File: config.mk
export PLATFORM = sky130hd
export DESIGN_NAME = stm_div
export DESIGN_NICKNAME = d
export VERILOG_FILES = /design/src/design/stm_pkg.sv /design/src/design/stm_div.sv
export SDC_FILE = /design/constraint.sdc
export NUM_CORES = 1
export LEC_CHECK = 0
export BUFFER_PORTS_ARGS = -buffer_cell sky130_fd_sc_hd__buf_4
export CAP_MARGIN = 0
export CORE_MARGIN = 8
export CORE_UTILIZATION = 57
export CTS_CLUSTER_DIAMETER = 60
export DETAILED_ROUTE_END_ITERATION = 7
export PLACE_DENSITY = 0.83
export SLEW_MARGIN = 40
export SYNTH_ARGS = -nofsm -noshare
export SYNTH_HDL_FRONTEND = slang
export SYNTH_SLANG_ARGS = --single-unit
File: constraint.sdc
create_clock -name i_clk -period 3.3 [get_ports i_clk]
set_clock_uncertainty 0.05 [all_clocks]
set_input_delay 0.33 -clock i_clk [delete_from_list [all_inputs] [get_ports i_clk]]
set_output_delay 0.33 -clock i_clk [all_outputs]
set_load 0.01 [all_outputs]
File: src/design/stm_pkg.sv
// ---------------------------------------------------------------------------
// stm_pkg
// Shared sizes, word types and cell link types for the sliding trimmed mean.
// ---------------------------------------------------------------------------
package stm_pkg;

    localparam int WINDOW  = 30;
    localparam int COORD_W = 12;
    localparam int KEEP_W  = 5;
    localparam int IDX_W   = $clog2(WINDOW);
    localparam int SUM_W   = $clog2(WINDOW * ((1 << COORD_W) - 1) + 1);
    localparam int DCNT_W  = $clog2(SUM_W + 1);

    localparam logic [KEEP_W-1:0] KEEP_RESET = KEEP_W'(6);

    typedef struct packed {
        logic [COORD_W-1:0] x_position;
        logic [COORD_W-1:0] y_position;
    } t_in_word;

    typedef struct packed {
        logic [COORD_W-1:0] x_filtered;
        logic [COORD_W-1:0] y_filtered;
    } t_out_word;

    // What one cell shows to its neighbours.
    typedef struct packed {
        logic [COORD_W-1:0] value;
        logic [IDX_W-1:0]   slot;
        logic               gt;     // value above the incoming sample
        logic               dpre;   // the retiring entry sits here or further left
    } t_link;

    // Update command broadcast along the chain.
    typedef struct packed {
        logic               load;
        logic               prime;
        logic [COORD_W-1:0] new_value;
        logic [IDX_W-1:0]   wr_slot;
    } t_cell_ctrl;

endpackage

File: src/design/stm_div.sv
// ---------------------------------------------------------------------------
// stm_div
// Restoring divider, one quotient bit per cycle; the quotient holds after
// the done pulse until the next start.
// ---------------------------------------------------------------------------
module stm_div (
    input  logic                        i_clk,
    input  logic                        i_rst_n,
    input  logic                        i_start,
    input  logic [stm_pkg::SUM_W-1:0]   i_dividend,
    input  logic [stm_pkg::KEEP_W-1:0]  i_divisor,
    output logic [stm_pkg::COORD_W-1:0] o_quot,
    output logic                        o_done
);

    logic                        r_busy;
    logic                        r_done;
    logic [stm_pkg::DCNT_W-1:0]  r_cnt;
    logic [stm_pkg::KEEP_W-1:0]  r_rem;
    logic [stm_pkg::KEEP_W-1:0]  r_dsr;
    logic [stm_pkg::SUM_W-1:0]   r_quo;
    logic [stm_pkg::KEEP_W:0]    w_rem_sh;
    logic [stm_pkg::KEEP_W:0]    w_diff;
    logic                        w_ge;

    always_comb begin
        w_rem_sh = {r_rem, r_quo[stm_pkg::SUM_W-1]};
        w_ge     = (w_rem_sh >= {1'b0, r_dsr});
        w_diff   = w_rem_sh - {1'b0, r_dsr};
    end

    always_ff @(posedge i_clk) begin
        if (!i_rst_n) begin
            r_busy <= 1'b0;
            r_done <= 1'b0;
        end else begin
            r_done <= 1'b0;
            if (i_start) begin
                r_busy <= 1'b1;
            end else if (r_busy && (r_cnt == stm_pkg::DCNT_W'(1))) begin
                r_busy <= 1'b0;
                r_done <= 1'b1;
            end
        end
    end

    always_ff @(posedge i_clk) begin
        if (i_start) begin
            r_cnt <= stm_pkg::DCNT_W'(stm_pkg::SUM_W);
            r_rem <= '0;
            r_dsr <= i_divisor;
            r_quo <= i_dividend;
        end else if (r_busy) begin
            r_cnt <= r_cnt - stm_pkg::DCNT_W'(1);
            r_rem <= w_ge ? w_diff[stm_pkg::KEEP_W-1:0] : w_rem_sh[stm_pkg::KEEP_W-1:0];
            r_quo <= {r_quo[stm_pkg::SUM_W-2:0], w_ge};
        end
    end

    assign o_quot = r_quo[stm_pkg::COORD_W-1:0];
    assign o_done = r_done;

endmodule

==> results.py <==
metrics = {
    "timing": {
        "maxSlewHeadroom": 0.685,
        "hold_viol": 0,
        "worst-slew-pin-transition_ps": 473,
        "period_minus_slack_ps": 2190,
        "rsz0062_at_grt": "false",
        "finalSetupViolations": 0,
        "fmax_mhz": 457,
        "fin_setup_tns_ps": 0,
        "min_period_over_period": 0.663,
        "slew_violations": 0,
    },
    "clock_network": {
        "cts.sinks": 34,
        "clock_latency_ps": 340,
        "cts_made_buffers": 5,
        "clock_path_buffers": 2,
        "cts_resized": 0,
        "root_buffer": "clkbuf_4",
        "cts_tree": "built",
        "clk_pin_slew_worst_paths_ps": 110,
        "htreeDepth": 2,
        "cts_setup_buffers": 0,
        "hold_buffers": 0,
    },
    "cells_and_area": {
        "antenna_cells": 0,
        "drive_gt1_frac": 0.282,
        "register_area_um2": 901,
        "fin_nets": 202,
        "fillers": 240,
        "multi_input_area_um2": 676,
        "post-route-util": 0.668,
        "syn_to_final_growth_pct": 15.0,
    },
    "setup_path": {
        "crit_buf_inv": 2,
        "worstPathArrival_ps": 2380,
        "reg2reg_slack_ps": 1110,
        "critPathTopFamily": "compound AO/OA/AOI/OAI gates",
        "reg2reg_to": "r_rem[4]$_SDFFE_PP0P_",
        "worstSetupPathType": "reg -> reg",
        "path_cells": "inv_1, ha_1, inv_1, fa_1, a21o_1, a2111oi_4, o31ai_1, a22o_1",
        "startpoint_type": "flip-flop",
        "r2r_cells": 8,
        "cp_max_fo": 3,
        "crit_top_cell": "inv_1",
        "slowest_stage": "fa_1",
        "crit_required_ps": 3490,
        "crit_path_end_kind": "flip-flop",
        "slowest_delay_ps": 420,
        "r2r_start": "r_quo[16]$_DFFE_PP_",
    },
    "min_path": {
        "holdPathStages": 1,
        "hp-class": "in -> reg",
        "min_from": "i_divisor[1]",
        "hold_path_end": "r_dsr[1]$_DFFE_PP_",
    },
    "route": {
        "wl_per_cell_um": 17.3,
        "dr.first_iter.drc_count": 50,
        "dr_total_vias": 1164,
        "drcViolationCount": 0,
        "drt.antenna.violating_nets": 0,
        "drt_pre_antenna_iters": 4,
        "routed_wl_um": 3520,
        "routed_via_density": 5.73,
    },
    "synth": {
        "yosysSeqAreaShare": 0.521,
        "syn_avg_cell_area_um2": 12.3,
        "postSynthCellCount": 141,
        "yosysUniqueCellTypes": 39,
        "ys_seq_elements": 34,
        "ys_warn_count": 0,
        "netlist_area_um2": 1730,
        "synth_nets": 174,
    },
    "die": {
        "die_h_um": 71.1,
        "initial_utilization": 0.581,
        "die_w_um": 71.1,
        "io_pins": 38,
        "die_area_um2": 5060,
        "rows": 20,
        "coreArea_um2": 2980,
    },
    "global_routing": {
        "grt_pass1_vias": 1210,
        "grt_max_degree": 35,
        "overflow": 0,
        "grt_pass1_wl_um": 5750,
        "grt_use_total": 0.147,
        "antenna_found_initial": 0,
    },
    "placed_design": {
        "dp_hpwl_um": 2630,
        "place.gp.congestion": 0.886,
        "port_buffers": 37,
    },
    "outcome": {
        "outcome": "finished, final reports clean",
    },
    "pwr": {
        "p_leak_nw": 0.815,
        "ir_drop_mv": 0.332,
        "powerDensity_nw_per_um2": 476,
    },
    "flow_run": {
        "drv_cap": 0,
    },
}
-- power breakdown --
part,leakage [nW],switching [mW],internal (mW)
Combinational,0.467,0.104,0.101
Clock,0.0297,0.137,0.0800
Sequential,0.318,0.0262,0.500
Total,0.815,0.267,0.681
-- worst max path at each step --
stage                        start                     to  slack, ps  depth (start not counted)
2_1_floorplan  r_quo[16]$_DFFE_PP_  r_rem[4]$_SDFFE_PP0P_       1250                          8
3_3_place_gp   r_quo[16]$_DFFE_PP_  r_rem[4]$_SDFFE_PP0P_       1190                          8
3_5_place_dp   r_quo[16]$_DFFE_PP_  r_rem[4]$_SDFFE_PP0P_       1120                          8
4_1_cts        r_quo[16]$_DFFE_PP_  r_rem[4]$_SDFFE_PP0P_       1100                          8
5_1_grt        r_quo[16]$_DFFE_PP_  r_rem[1]$_SDFFE_PP0P_        910                          8
6_report       r_quo[16]$_DFFE_PP_  r_rem[4]$_SDFFE_PP0P_       1110                          8
-- final cells by class --
| cell class | instances | area share |
|---|---|---|
| Clock buffer | 6 | 0.0207 |
| Clock inverter | 2 | 0.00440 |
| Inverter | 12 | 0.0226 |
| Multi-Input combinational cell | 79 | 0.339 |
| Sequential cell | 34 | 0.453 |
| Tap cell | 33 | 0.0207 |
| Timing Repair Buffer | 37 | 0.140 |
-- metrics by stage --
| stage | instances | hold slack, ps | power, mW | area (um2) | setup WS (ps) |
|---|---|---|---|---|---|
| after detailed placement | 195 | 432 | 0.739 | 1940 | 1120 |
| final | 203 | 136 | 0.948 | 1990 | 1110 |
| after global routing | 203 | 115 | 0.989 | 1990 | 906 |
| after floorplan | 141 | 379 | 0.676 | 1730 | 1250 |
| after CTS | 203 | 123 | 0.951 | 1990 | 1100 |
| after global placement | 195 | 426 | 0.732 | 1940 | 1190 |
-- flip-flops by register name, summed over array words and instances, names as in the netlist --
signal and count:
r_quo 17, o_done 1, r_busy 1, r_dsr 5
r_rem 5, r_cnt 5
-- cell usage in the layout, fill, tap and decap left out, types with 2 or more instances in the layout --
master / instances
mux2_1: 16
inv_1: 12
buf_4: 37
xnor2_1: 4
nand2_1: 2
xor2_1: 2
a21oi_1: 4
ha_1: 7
nand2b_1: 3
nor3_1: 4
clkbuf_4: 5
dfxtp_1: 12
nor2_1: 9
edfxtp_1: 22
o31ai_1: 2
a211oi_1: 3
-- logic make-up after synthesis --
kind of cell               after synthesis  share of synthesized area
adders and majority gates                8                     0.0622
buffers and inverters                   28                     0.0889
and+or+nand+nor                         29                     0.0962
AOI/OAI and AO/OA                       20                     0.0976
muxes                                   16                      0.104
DFF                                     34                      0.521
xor gates and xnor gates                 6                     0.0304
-- metal layers --
metal,vias up,global-route usage,routed length [um]
met3,9,0.0466,207
li1,556,-,-
met4,0,0.0762,74
met1,567,0.163,1490
met2,32,0.245,1750
met5,-,0,0
-- worst register-to-register path, cell delays in order, from the launching register on --
cell and delay, ps:
edfxtp_1 410, inv_1 70, ha_1 150, inv_1 50
fa_1 420, a21o_1 210, a2111oi_4 370, o31ai_1 110
a22o_1 250
-- Yosys cell counts --
library cell | instances | area share
a21o_1 | 1 | 0.0043
nor2_1 | 9 | 0.020
dfxtp_1 | 12 | 0.14
or3b_1 | 1 | 0.0051
nor4b_1 | 1 | 0.0051
edfxtp_1 | 22 | 0.38
a41oi_1 | 1 | 0.0051
inv_1 | 12 | 0.026
nand4_1 | 1 | 0.0036
nor4bb_1 | 1 | 0.0058
o21ai_1 | 1 | 0.0029
a21oi_1 | 4 | 0.012
nand2b_1 | 3 | 0.011
a211oi_1 | 3 | 0.013
fa_1 | 1 | 0.012
o32ai_1 | 1 | 0.0051
or4b_1 | 1 | 0.0058
a311oi_1 | 1 | 0.0051
a211oi_2 | 1 | 0.0072
and4_4 | 1 | 0.0065
nand3_1 | 1 | 0.0029
xor2_1 | 2 | 0.010
buf_4 | 12 | 0.052
mux2_1 | 16 | 0.10
or2_1 | 2 | 0.0072
xnor2_1 | 4 | 0.020
nand2_1 | 2 | 0.0043
o31ai_1 | 2 | 0.0087
o21ai_0 | 1 | 0.0029
nor3_1 | 4 | 0.012
o311ai_1 | 1 | 0.0051
a22o_1 | 1 | 0.0051
clkbuf_1 | 1 | 0.0022
ha_1 | 7 | 0.051
nor2b_1 | 1 | 0.0036
nand3b_1 | 1 | 0.0043
buf_2 | 3 | 0.0087
a2111oi_4 | 1 | 0.016
a211o_2 | 1 | 0.0058
Power figures use the tool's default switching activity.
